<file path="config.mk">
export PLATFORM = sky130hd
export DESIGN_NAME = rs485_encoder_position_link_flat
export DESIGN_NICKNAME = d
export VERILOG_FILES = /design/src/sv/renc_pkg.sv /design/src/sv/renc_if.sv /design/src/sv/renc_core.sv /design/src/sv/rs485_encoder_position_link.sv /design/src/flat_wrapper.sv
export SDC_FILE = /design/constraint.sdc
export NUM_CORES = 1
export LEC_CHECK = 0
export ABC_AREA = 0
export ABC_CLOCK_PERIOD_IN_PS = 4600
export BUFFER_PORTS_ARGS = -buffer_cell sky130_fd_sc_hd__buf_2
export CAP_MARGIN = 40
export CORE_MARGIN = 2
export CORE_UTILIZATION = 47
export CTS_CLUSTER_SIZE = 12
export DETAILED_ROUTE_END_ITERATION = 10
export GPL_ROUTABILITY_DRIVEN = 0
export PLACE_DENSITY = 0.76
export SLEW_MARGIN = 15
export SYNTH_ARGS = -nofsm -noshare
export SYNTH_HDL_FRONTEND = slang
export SYNTH_SLANG_ARGS = --single-unit
</file>
<file path="constraint.sdc">
create_clock -name clock -period 4.6 [get_ports clock]
set_input_delay 0.46 -clock clock [delete_from_list [all_inputs] [get_ports clock]]
set_output_delay 0.46 -clock clock [all_outputs]
set_load 0.02 [all_outputs]
</file>
<file path="src/sv/renc_pkg.sv">
// shared types, field codes and the frame check for the encoder position link
// no dependencies
`timescale 1ns / 1ps
`default_nettype none

package renc_pkg;

   localparam logic [2:0] KIND_TICK       = 3'd0;
   localparam logic [2:0] KIND_REQUEST    = 3'd1;
   localparam logic [2:0] KIND_BYTE       = 3'd2;
   localparam logic [2:0] KIND_READ       = 3'd3;
   localparam logic [2:0] KIND_LINE_ERROR = 3'd4;

   localparam logic REG_RESPONSE_TIMEOUT = 1'b0;
   localparam logic REG_COMMAND_BYTE     = 1'b1;

   localparam logic [7:0] TIMEOUT_RESET = 8'd10;
   localparam logic [7:0] COMMAND_RESET = 8'h54;
   localparam logic [1:0] CHECK_SEED    = 2'h3;
   localparam int         POS_W         = 14;
   localparam int         COUNT_W       = 16;

   typedef struct packed {
      logic [7:0] response_timeout;
      logic [7:0] command_byte;
   } cfg_type;

   typedef struct packed {
      logic               tx_valid;
      logic [7:0]         tx_data;
      logic [POS_W-1:0]   position;
      logic               position_valid;
      logic               checksum_bad;
      logic               timed_out;
      logic [COUNT_W-1:0] checksum_error_total;
      logic [COUNT_W-1:0] line_error_total;
      logic               busy_res;
   } rsp_type;

   // check bits are the seed xor the seven pairs of the low 14 bits
   function automatic logic frame_ok(input logic [15:0] word);
      logic [1:0] cs;
      cs = CHECK_SEED;
      for (int i = 0; i < 7; i++) begin
         cs = cs ^ word[2*i +: 2];
      end
      return cs == word[15:14];
   endfunction

   function automatic logic [COUNT_W-1:0] sat_inc(input logic [COUNT_W-1:0] v);
      return (&v) ? v : v + 1'b1;
   endfunction

endpackage

`default_nettype wire

</file>
<file path="src/sv/renc_if.sv">
// request and response channel interfaces for the encoder position link
// field widths are written out here and match renc_pkg; no package is imported
`timescale 1ns / 1ps
`default_nettype none

interface renc_req_if;
   logic       valid;
   logic       ready;
   logic [2:0] kind;
   logic [7:0] rx_data;

   modport source (output valid, kind, rx_data, input ready);
   modport sink (input valid, kind, rx_data, output ready);
endinterface

interface renc_rsp_if;
   logic        valid;
   logic        ready;
   logic        tx_valid;
   logic [7:0]  tx_data;
   logic [13:0] position;
   logic        position_valid;
   logic        checksum_bad;
   logic        timed_out;
   logic [15:0] checksum_error_total;
   logic [15:0] line_error_total;
   logic        busy_res;

   modport source (output valid, tx_valid, tx_data, position, position_valid,
                   checksum_bad, timed_out, checksum_error_total,
                   line_error_total, busy_res, input ready);
   modport sink (input valid, tx_valid, tx_data, position, position_valid,
                 checksum_bad, timed_out, checksum_error_total,
                 line_error_total, busy_res, output ready);
endinterface

`default_nettype wire

</file>
<file path="src/sv/renc_core.sv">
// link state and per-item update: timer, frame assembly, check, counters
// depends on renc_pkg
`timescale 1ns / 1ps
`default_nettype none

module renc_core
   import renc_pkg::*;
(
   input  wire logic    clock,
   input  wire logic    reset,
   input  wire logic    fire,
   input  wire logic [2:0] kind,
   input  wire logic [7:0] rx_data,
   input  wire cfg_type cfg,
   output rsp_type      result
);

   logic               awaiting_ff, awaiting_in;
   logic [7:0]         elapsed_ff, elapsed_in;
   logic               byte_count_ff, byte_count_in;
   logic [7:0]         first_byte_ff, first_byte_in;
   logic [POS_W-1:0]   position_ff, position_in;
   logic               fresh_ff, fresh_in;
   logic [COUNT_W-1:0] cs_errors_ff, cs_errors_in;
   logic [COUNT_W-1:0] line_errors_ff, line_errors_in;
   logic [15:0]        word;

   assign word = {rx_data, first_byte_ff};

   always_comb begin
      awaiting_in    = awaiting_ff;
      elapsed_in     = elapsed_ff;
      byte_count_in  = byte_count_ff;
      first_byte_in  = first_byte_ff;
      position_in    = position_ff;
      fresh_in       = fresh_ff;
      cs_errors_in   = cs_errors_ff;
      line_errors_in = line_errors_ff;
      result         = '0;
      case (kind)
         KIND_TICK: begin
            if (awaiting_ff) begin
               if (elapsed_ff != 8'hFF) elapsed_in = elapsed_ff + 1'b1;
               if (elapsed_in >= cfg.response_timeout) begin
                  awaiting_in    = 1'b0;
                  byte_count_in  = 1'b0;
                  result.timed_out = 1'b1;
               end
            end
         end
         KIND_REQUEST: begin
            result.tx_valid = 1'b1;
            result.tx_data  = cfg.command_byte;
            awaiting_in     = 1'b1;
            elapsed_in      = '0;
            byte_count_in   = 1'b0;
         end
         KIND_BYTE: begin
            // bytes outside a pending request are dropped
            if (awaiting_ff) begin
               if (!byte_count_ff) begin
                  first_byte_in = rx_data;
                  byte_count_in = 1'b1;
               end else begin
                  byte_count_in = 1'b0;
                  if (frame_ok(word)) begin
                     position_in = word[POS_W-1:0];
                     awaiting_in = 1'b0;
                     fresh_in    = 1'b1;
                  end else begin
                     cs_errors_in        = sat_inc(cs_errors_ff);
                     result.checksum_bad = 1'b1;
                  end
               end
            end
         end
         KIND_READ: begin
            if (fresh_ff) begin
               result.position_valid = 1'b1;
               fresh_in              = 1'b0;
            end
         end
         KIND_LINE_ERROR: begin
            line_errors_in = sat_inc(line_errors_ff);
         end
         default: begin
         end
      endcase
      result.position             = position_in;
      result.checksum_error_total = cs_errors_in;
      result.line_error_total     = line_errors_in;
      result.busy_res             = awaiting_in;
   end

   always_ff @(posedge clock) begin
      if (reset) begin
         awaiting_ff    <= 1'b0;
         elapsed_ff     <= '0;
         byte_count_ff  <= 1'b0;
         first_byte_ff  <= '0;
         position_ff    <= '0;
         fresh_ff       <= 1'b0;
         cs_errors_ff   <= '0;
         line_errors_ff <= '0;
      end else if (fire) begin
         awaiting_ff    <= awaiting_in;
         elapsed_ff     <= elapsed_in;
         byte_count_ff  <= byte_count_in;
         first_byte_ff  <= first_byte_in;
         position_ff    <= position_in;
         fresh_ff       <= fresh_in;
         cs_errors_ff   <= cs_errors_in;
         line_errors_ff <= line_errors_in;
      end
   end

endmodule

`default_nettype wire

</file>
<file path="src/sv/rs485_encoder_position_link.sv">
// encoder position link, master side: input register, update logic, result register
// an accepted item is held in the input register, then updated and held in the result register
// throughput: one item per cycle, limited only by the result side taking items
// reset (synchronous, active high) clears the link state, both stages and the
// configuration back to a timeout of 10 ticks and command byte 0x54
`timescale 1ns / 1ps
`default_nettype none

module rs485_encoder_position_link
   import renc_pkg::*;
(
   input  wire logic  clock,
   input  wire logic  reset,
   renc_req_if.sink   req_chan,
   renc_rsp_if.source rsp_chan,
   input  wire logic  csr_write_enable,
   input  wire logic  csr_index,
   input  wire logic [7:0] csr_write_data
);

   cfg_type    cfg_ff;
   logic       in_valid_ff;
   logic [2:0] in_kind_ff;
   logic [7:0] in_rx_ff;
   logic       out_valid_ff;
   rsp_type    out_ff;
   rsp_type    result;
   logic       out_load;
   logic       fire;

   assign out_load       = !out_valid_ff || rsp_chan.ready;
   assign fire           = in_valid_ff && out_load;
   assign req_chan.ready = !in_valid_ff || out_load;

   always_ff @(posedge clock) begin
      if (reset) begin
         cfg_ff.response_timeout <= TIMEOUT_RESET;
         cfg_ff.command_byte     <= COMMAND_RESET;
      end else if (csr_write_enable) begin
         case (csr_index)
            REG_RESPONSE_TIMEOUT: cfg_ff.response_timeout <= csr_write_data;
            REG_COMMAND_BYTE:     cfg_ff.command_byte     <= csr_write_data;
            default: begin
            end
         endcase
      end
   end

   always_ff @(posedge clock) begin
      if (reset) begin
         in_valid_ff <= 1'b0;
      end else if (req_chan.ready) begin
         in_valid_ff <= req_chan.valid;
      end
   end

   always_ff @(posedge clock) begin
      if (req_chan.ready && req_chan.valid) begin
         in_kind_ff <= req_chan.kind;
         in_rx_ff   <= req_chan.rx_data;
      end
   end

   renc_core u_core (
      .clock   (clock),
      .reset   (reset),
      .fire    (fire),
      .kind    (in_kind_ff),
      .rx_data (in_rx_ff),
      .cfg     (cfg_ff),
      .result  (result)
   );

   always_ff @(posedge clock) begin
      if (reset) begin
         out_valid_ff <= 1'b0;
      end else if (out_load) begin
         out_valid_ff <= in_valid_ff;
      end
   end

   always_ff @(posedge clock) begin
      if (fire) begin
         out_ff <= result;
      end
   end

   assign rsp_chan.valid                = out_valid_ff;
   assign rsp_chan.tx_valid             = out_ff.tx_valid;
   assign rsp_chan.tx_data              = out_ff.tx_data;
   assign rsp_chan.position             = out_ff.position;
   assign rsp_chan.position_valid       = out_ff.position_valid;
   assign rsp_chan.checksum_bad         = out_ff.checksum_bad;
   assign rsp_chan.timed_out            = out_ff.timed_out;
   assign rsp_chan.checksum_error_total = out_ff.checksum_error_total;
   assign rsp_chan.line_error_total     = out_ff.line_error_total;
   assign rsp_chan.busy_res             = out_ff.busy_res;

endmodule

`default_nettype wire
</file>
<file path="src/flat_wrapper.sv">
// flat-port wrapper written by rule: the top's interface ports become plain ports
module rs485_encoder_position_link_flat import renc_pkg::*;
  (clock, reset, csr_write_enable, csr_index, csr_write_data, req_chan_valid, req_chan_kind, req_chan_rx_data, req_chan_ready, rsp_chan_valid, rsp_chan_tx_valid, rsp_chan_tx_data, rsp_chan_position, rsp_chan_position_valid, rsp_chan_checksum_bad, rsp_chan_timed_out, rsp_chan_checksum_error_total, rsp_chan_line_error_total, rsp_chan_busy_res, rsp_chan_ready);
  renc_req_if req_chan_i ();
  renc_rsp_if rsp_chan_i ();
  input  wire logic clock;
  input  wire logic reset;
  input  wire logic csr_write_enable;
  input  wire logic csr_index;
  input  wire logic [7:0] csr_write_data;
  input wire logic [$bits(req_chan_i.valid)-1:0] req_chan_valid;
  input wire logic [$bits(req_chan_i.kind)-1:0] req_chan_kind;
  input wire logic [$bits(req_chan_i.rx_data)-1:0] req_chan_rx_data;
  output wire logic [$bits(req_chan_i.ready)-1:0] req_chan_ready;
  output wire logic [$bits(rsp_chan_i.valid)-1:0] rsp_chan_valid;
  output wire logic [$bits(rsp_chan_i.tx_valid)-1:0] rsp_chan_tx_valid;
  output wire logic [$bits(rsp_chan_i.tx_data)-1:0] rsp_chan_tx_data;
  output wire logic [$bits(rsp_chan_i.position)-1:0] rsp_chan_position;
  output wire logic [$bits(rsp_chan_i.position_valid)-1:0] rsp_chan_position_valid;
  output wire logic [$bits(rsp_chan_i.checksum_bad)-1:0] rsp_chan_checksum_bad;
  output wire logic [$bits(rsp_chan_i.timed_out)-1:0] rsp_chan_timed_out;
  output wire logic [$bits(rsp_chan_i.checksum_error_total)-1:0] rsp_chan_checksum_error_total;
  output wire logic [$bits(rsp_chan_i.line_error_total)-1:0] rsp_chan_line_error_total;
  output wire logic [$bits(rsp_chan_i.busy_res)-1:0] rsp_chan_busy_res;
  input wire logic [$bits(rsp_chan_i.ready)-1:0] rsp_chan_ready;
  assign req_chan_i.valid = req_chan_valid;
  assign req_chan_i.kind = req_chan_kind;
  assign req_chan_i.rx_data = req_chan_rx_data;
  assign req_chan_ready = req_chan_i.ready;
  assign rsp_chan_valid = rsp_chan_i.valid;
  assign rsp_chan_tx_valid = rsp_chan_i.tx_valid;
  assign rsp_chan_tx_data = rsp_chan_i.tx_data;
  assign rsp_chan_position = rsp_chan_i.position;
  assign rsp_chan_position_valid = rsp_chan_i.position_valid;
  assign rsp_chan_checksum_bad = rsp_chan_i.checksum_bad;
  assign rsp_chan_timed_out = rsp_chan_i.timed_out;
  assign rsp_chan_checksum_error_total = rsp_chan_i.checksum_error_total;
  assign rsp_chan_line_error_total = rsp_chan_i.line_error_total;
  assign rsp_chan_busy_res = rsp_chan_i.busy_res;
  assign rsp_chan_i.ready = rsp_chan_ready;
  rs485_encoder_position_link u_core (.clock(clock), .reset(reset), .req_chan(req_chan_i), .rsp_chan(rsp_chan_i), .csr_write_enable(csr_write_enable), .csr_index(csr_index), .csr_write_data(csr_write_data));
endmodule
</file>
==> impl_summary.log, run 1 <==
INFO  metric run_status = completed
INFO  metric hold-worst-slack = between 0.2 and 0.25 ns
INFO  metric synthFlopType = dfxtp_1
INFO  metric post_cts_buffers = 0
INFO  metric synthesis.nets = roughly 700
INFO  metric overflow = 0
INFO  metric path_common_cell = o21ai_0
INFO  metric number_of_standard_cell_rows_in_the_floorplan = 45
INFO  metric met3_usage = 4.69%
INFO  metric layout_overhead_on_the_synthesized_area = 15.5%
INFO  metric net-switching-power = 0.753 mW
INFO  metric num_antenna_cells = 0
INFO  metric p_leak = ~3.2 nW
INFO  metric synthesis.area_per_instance = 10.7 µm²
INFO  metric floorplan.core_area = 15000 µm²
INFO  metric cp_max_fo = 8
INFO  metric setup_viol = 0
INFO  metric worst_setup_path_startpoint = u_core.u_core.elapsed_ff[0]
INFO  metric period_needed = roughly 3.2 ns
INFO  metric r2r_start = u_core.u_core.elapsed_ff[0]
INFO  metric busiest_layer = met2
INFO  metric die_h = 127 µm
INFO  metric synthTopCellsByArea = edfxtp_1 29%, dfxtp_1 23%, mux2i_1 3.6%, nor2_1 3.4%, xor2_1 3.2%
INFO  metric cellPowerDensity = 367 nW/µm²
INFO  metric final_net_count = 778
INFO  metric switching_share_of_total_power = 24.8%
INFO  metric path_clk_slew = approximately 0.070 ns
INFO  metric mapped_cells = roughly 670
INFO  metric first_pass_grt_wire_length = 22700 µm
INFO  metric finalClockSkew = 0.0106 ns
INFO  metric globalRouteTotalUtil = 17.7%
INFO  metric cts_hold_buffers = 0
INFO  metric cts_root_buffer = clkbuf_16
INFO  metric drive_gt1_share = 23.8%
INFO  metric timing.critical_path.from_type = flop
INFO  metric cp_slowest_stage_delay = between 0.4 and 0.5 ns
INFO  metric layout_cells_excl_fill = between 900 and 1000
INFO  metric route.vias.total = 5078
INFO  metric use_met1 = 23.8%
INFO  metric final_max_slew_viol_count = 0
INFO  metric place_area = 7670 µm²
INFO  metric ir_worst_vdd = about 0.30 mV
INFO  metric synth_enable_flop_cells = 70
INFO  metric criticalPathCategory = reg -> reg
INFO  metric initial_core_util = a little under half
INFO  metric route.detailed.vias_per_inst = 5.38
INFO  metric final_min_period_over_clock_period = 70.4%
INFO  metric clock_power_share = about 44%
INFO  metric placed_cells_incl_taps = 909
INFO  metric tightest_slew = 0.680 ns
INFO  metric area_share_of_the_largest_cell_type_after_synthesis = 29.4%
INFO  metric synth-warning-count = 0
INFO  metric critical_path.top_delay_family = compound AO/OA/AOI/OAI gates
INFO  metric synth_sequential_area_ratio = 52.6%
INFO  metric critPathArrivalTime = 3.50 ns
INFO  metric maxCapViolCount = 0
INFO  metric worst_skew_pair.late_latency = ~0.43 ns
INFO  metric fillers = 1300
INFO  metric layout.cell_area.non_filler = 8260 µm²
INFO  metric clock_sink_count = 153
INFO  metric critPathCaptureType = flop
INFO  metric place.port_buffers = 85
INFO  metric htree_levels = 4
INFO  metric die_footprint = 16200 µm²
INFO  metric report.final.hold_viol_count = 0
INFO  metric post_drt_wl_per_cell = 14.8 µm
INFO  metric detailedPlacementHpwl = 9280 µm
INFO  metric tritoncts_clock_tree = done
INFO  metric hold_class = in -> reg
INFO  metric floorplan.io_pins = 86
INFO  metric ctsLongestPathBuffers = 2
INFO  metric flip_flop_and_latch_count_after_synthesis = around 150
INFO  metric die_w = 127 µm
INFO  metric normalized_max_slew_margin = between 50% and 60%
INFO  metric timing.critical_path.cells = ha_1 -> nand4_1 -> or2_2 -> nand4_1 -> xnor2_1 -> ha_1 -> a21o_1 -> a2111oi_0 -> o21ai_0 -> o21ai_0 -> o21ai_0 -> o211ai_1
INFO  metric initialDrtViolationCount = 374
INFO  metric combinationalPowerShare = approximately 6.9%
INFO  metric cts-buffers-inserted = 17
INFO  metric cp_slowest_cell = dfxtp_1
INFO  metric number_of_global_route_vias_before_repair = 4668
INFO  metric use_met2 = 27.6%
INFO  metric worst-path-buf-inv = 0
INFO  metric synth_largest_area_cell = edfxtp_1
INFO  metric drt.antenna.violating_nets = 0
INFO  metric drtPass1Iterations = 5
INFO  metric grt_start_max_net_pins = 65
INFO  metric syn-cell-area = 7150 µm²
INFO  metric wl = 13900 µm
INFO  metric timing.critical_path.required = around 5 ns
INFO  metric ys_types = 72
INFO  metric detail_route.drc_violations = 0
INFO  metric holdCritStartpoint = req_chan_rx_data[4]
INFO  metric fin_tns_setup = 0 ns
INFO  metric timing.fmax = 0.309 GHz
INFO  metric unrepaired_setup_endpoints_after_global_routing = false
INFO  metric internal_portion_of_total_power = about 2.3 mW
INFO  metric asyncSetResetFlopFracSynth = 0%
INFO  metric seq_power_share = 48.9%
INFO  metric antenna_violations_before_repair = 0
INFO  metric cts-resized-gates = 0
## cell families after synthesis
logic type | count (synthesis) | synth area share (%)
and+or+nand+nor | 260 | 19.3
DFF | 153 | 52.6
AOI/OAI and AO/OA | 92 | 8.59
xor gates and xnor gates | 53 | 6.91
muxes | 49 | 7.36
buffers and inverters | 48 | 3.31
adders and majority gates | 11 | 1.92
## Yosys cell counts (19+ instances only)
| cell type | instances |
|---|---|
| a21oi_1 | 35 |
| and3_1 | 20 |
| clkbuf_1 | 19 |
| dfxtp_1 | 83 |
| edfxtp_1 | 70 |
| mux2_2 | 20 |
| mux2i_1 | 26 |
| nand2_1 | 59 |
| nand3_1 | 21 |
| nor2_1 | 65 |
| xnor2_1 | 23 |
| xor2_1 | 26 |
## metrics by stage
step / power, mW / utilization [%] / worst slack [ns]
detailed placement: 1.72 / 51.0 / 1.50
floorplan: 1.66 / - / 1.75
CTS: 3.05 / 54.8 / 1.47
global placement: 1.71 / 50.9 / 1.67
global route: 3.14 / 54.9 / 1.14
finish: 3.03 / 54.9 / 1.36
## layer usage
| metal | part of all wire (%) | routed length [µm] |
|---|---|---|
| met1 | 48 | 6720 |
| met2 | 46 | 6460 |
| met3 | 3.9 | 542 |
| met4 | 1.5 | 209 |
| met5 | 0 | 0 |
## state kept, by name, indices dropped and copies added, names as in the netlist, 14 cells and up
register / count
u_core.cfg_ff: 16
u_core.rsp_chan.checksum_error_total: 16
u_core.rsp_chan.line_error_total: 16
u_core.rsp_chan.position: 14
u_core.u_core.cs_errors_ff: 16
u_core.u_core.line_errors_ff: 16
u_core.u_core.position_ff: 14
## cells in the final DEF (no fill, tap or decap), types with 14 or more instances in the layout
cell type / instances
and3_1: 20
nand3_1: 21
nor2_1: 65
a21oi_1: 35
nand2_1: 59
buf_2: 85
xnor2_1: 23
clkbuf_16: 17
nor3_1: 14
dfxtp_1: 83
xor2_1: 26
edfxtp_1: 70
mux2i_1: 26
mux2_2: 20
## final timing paths
kind                            depth (start not counted)  slack, ns                       end
worst max register to register                         12       1.36  u_core.rsp_chan.busy_res
worst min-delay path                                    1       0.20        u_core.in_rx_ff[4]
worst max-delay path                                   12       1.36  u_core.rsp_chan.busy_res
worst min register to register                          2       0.46         u_core.cfg_ff[10]
## power groups by stage
| stage | clock [mW] | combinational [mW] | sequential (mW) |
|---|---|---|---|
| 2_1_floorplan | 0 | 0.125 | 1.53 |
| 3_3_place_gp | 0 | 0.201 | 1.51 |
| 3_5_place_dp | 0 | 0.209 | 1.51 |
| 4_1_cts | 1.36 | 0.210 | 1.48 |
| 5_1_grt | 1.42 | 0.230 | 1.49 |
| 6_report | 1.34 | 0.209 | 1.48 |
## final cells by class
cell class	instances	area [µm²]	share of cell area (%)
sequential	153	3760	45.6
multi-input combinational	465	3150	38.2
timing repair buffer	92	493	5.97
clock buffer	17	425	5.15
tap	188	235	2.85
clock inverter	15	140	1.70
inverter	13	48.8	0.591
Note: power is estimated with default switching activity, not from simulation.
==> inputs of run 2 (changes only) <==
Settings changed: ABC_CLOCK_PERIOD_IN_PS 4600 to 3000.
Clock period 4.6 ns to 3 ns, I/O delays scaled along.
==> impl_summary.log, run 2 (synthesis results as in run 1) <==
INFO  metric run_status = completed
INFO  metric htree_levels = 4
INFO  metric cp_slowest_cell = dfxtp_2
INFO  metric maxCapViolCount = 0
INFO  metric final_max_slew_viol_count = 0
INFO  metric detailedPlacementHpwl = 9110 µm
INFO  metric normalized_max_slew_margin = 44.9%
INFO  metric pre_cts_ws = -0.0262 ns
INFO  metric critPathCaptureType = flop
INFO  metric hold_class = in -> reg
INFO  metric placed_cells_incl_taps = 914
INFO  metric num_antenna_cells = 0
INFO  metric initial_core_util = 47.6%
INFO  metric timing.critical_path.required = 3.33 ns
INFO  metric ctsLongestPathBuffers = 2
INFO  metric commonest_non_fill_non_tap_cells_in_the_layout = 85 x buf_2, 82 x dfxtp_1, 70 x edfxtp_1
INFO  metric first_pass_grt_wire_length = 23000 µm
INFO  metric overflow = 0
INFO  metric cts-buffers-inserted = 17
INFO  metric totalPowerFinal = 4.83 mW
INFO  metric final_net_count = 781
INFO  metric die_footprint = between 15000 and 20000 µm²
INFO  metric worst-path-buf-inv = 0
INFO  metric place.port_buffers = 85
INFO  metric die_w = 127 µm
INFO  metric post_drt_wl_per_cell = 14.7 µm
INFO  metric unrepaired_setup_endpoints_after_global_routing = false
INFO  metric tritoncts_clock_tree = done
INFO  metric cp_max_fo = 8
INFO  metric cts_hold_buffers = 0
INFO  metric number_of_global_route_vias_before_repair = 4765
INFO  metric grt_start_max_net_pins = 72
INFO  metric critical_path.top_delay_family = compound AO/OA/AOI/OAI gates
INFO  metric floorplan.core_area = 15000 µm²
INFO  metric layout_commonest_cell = buf_2
INFO  metric path_clk_slew = 0.06 ns
INFO  metric drtPass1Iterations = 5
INFO  metric globalRouteTotalUtil = approximately 18%
INFO  metric final_core_utilization = 55.7%
INFO  metric postLayoutSetupSlackWorst = 0.307 ns
INFO  metric layout_cells_excl_fill = 945
INFO  metric timing.fmax = around 0.37 GHz
INFO  metric worst_skew_pair.late_latency = about 0.42 ns
INFO  metric finalClockSkew = 0.00502 ns
INFO  metric p_leak = roughly 3.2 nW
INFO  metric drive_gt1_share = 24.2%
INFO  metric r2r_setup_slack = around 0.31 ns
INFO  metric initialDrtViolationCount = between 300 and 400
INFO  metric criticalPathCategory = reg -> reg
INFO  metric floorplan.io_pins = 86
INFO  metric area_used_by_multi_input_combinational_logic = 3170 µm²
INFO  metric number_of_standard_cell_rows_in_the_floorplan = 45
INFO  metric setup_viol = 0
INFO  metric period_needed = 2.69 ns
INFO  metric critPathArrivalTime = 3.02 ns
INFO  metric final_min_period_over_clock_period = 89.8%
INFO  metric ff_latch_area = 3760 µm²
INFO  metric ir_worst_vdd = around 0.38 mV
INFO  metric antenna_violations_before_repair = 0
INFO  metric cts_root_buffer = clkbuf_16
INFO  metric hold-worst-slack = 0.0529 ns
INFO  metric post_cts_buffers = 0
INFO  metric timing.critical_path.from_type = flop
INFO  metric cp_slowest_stage_delay = 0.36 ns
INFO  metric clock_sink_count = 153
INFO  metric drt.antenna.violating_nets = 0
INFO  metric tightest_slew = between 0.8 and 0.9 ns
INFO  metric layout_overhead_on_the_synthesized_area = 17.1%
INFO  metric fillers = 1337
INFO  metric wl = 13800 µm
INFO  metric report.final.hold_viol_count = 0
INFO  metric route.detailed.vias_per_inst = 5.42
INFO  metric route.vias.total = 5123
INFO  metric die_h = 127 µm
INFO  metric detail_route.drc_violations = 0
INFO  metric timing.critical_path.cells = ha_1 -> nand4_1 -> or2_4 -> nand4_1 -> xnor2_1 -> ha_1 -> a21o_1 -> a2111oi_2 -> o21ai_1 -> o21ai_2 -> mux2i_1 -> a311oi_1
INFO  metric cellPowerDensity = 576 nW/µm²
run 2: final cells by class:
| class | count | share of cell area, % |
|---|---|---|
| clock buffer | 21 | 5.75 |
| clock inverter | 10 | 1.67 |
| inverter | 13 | 0.583 |
| multi-input combinational | 465 | 37.8 |
| sequential | 153 | 45.0 |
| tap | 188 | 2.81 |
| timing repair buffer | 95 | 6.42 |
run 2: worst reg2reg max path, cell delays in order (launching register included):
cell and delay [ns]:
dfxtp_2 0.36, ha_1 0.18, nand4_1 0.15, or2_4 0.33, nand4_1 0.15, xnor2_1 0.08, ha_1 0.18, a21o_1 0.19
a2111oi_2 0.36, o21ai_1 0.13, o21ai_2 0.12, mux2i_1 0.12, a311oi_1 0.25
run 2: repair_timing:
action / CTS / global route
hold endpoints to repair: 0 / 0
setup endpoints to repair: 1 / 4
cloned: 0 / 0
pin swaps: 0 / 0
resized for setup: 1 / 6
run 2: path summary, 6_finish.rpt:
path                                    start                          end  cells after the start
setup / recovery  u_core.u_core.elapsed_ff[1]  u_core.u_core.byte_count_ff                     12
hold / removal            req_chan_rx_data[4]           u_core.in_rx_ff[4]                      1
setup reg to reg  u_core.u_core.elapsed_ff[1]  u_core.u_core.byte_count_ff                     12
hold reg to reg              u_core.cfg_ff[3]             u_core.cfg_ff[3]                      2
run 2: through the flow:
step	setup TNS [ns]	instance area, µm²
CTS	0	8360
global placement	0	7740
global route	0	8380
floorplan	0	7150
detailed placement	-0.0262	7740
finish	0	8380
run 2: layer usage:
metal / GRT usage, % / routed length [µm] / up-vias / part of all wire (%)
met5: 0 / 0 / - / 0
met4: 6.66 / 183 / 0 / 1.3
met3: 4.02 / 500 / 14 / 3.6
met2: 28.4 / 6620 / 104 / 48
met1: 23.5 / 6550 / 2449 / 47
li1: - / - / 2556 / -
run 2: where the power goes:
part | total (mW) | leakage (nW) | internal (mW) | switching (mW)
registers | 2.28 | 1.33 | 2.24 | 0.0360
logic | 0.329 | 1.60 | 0.109 | 0.220
clock network | 2.22 | 0.299 | 1.40 | 0.823
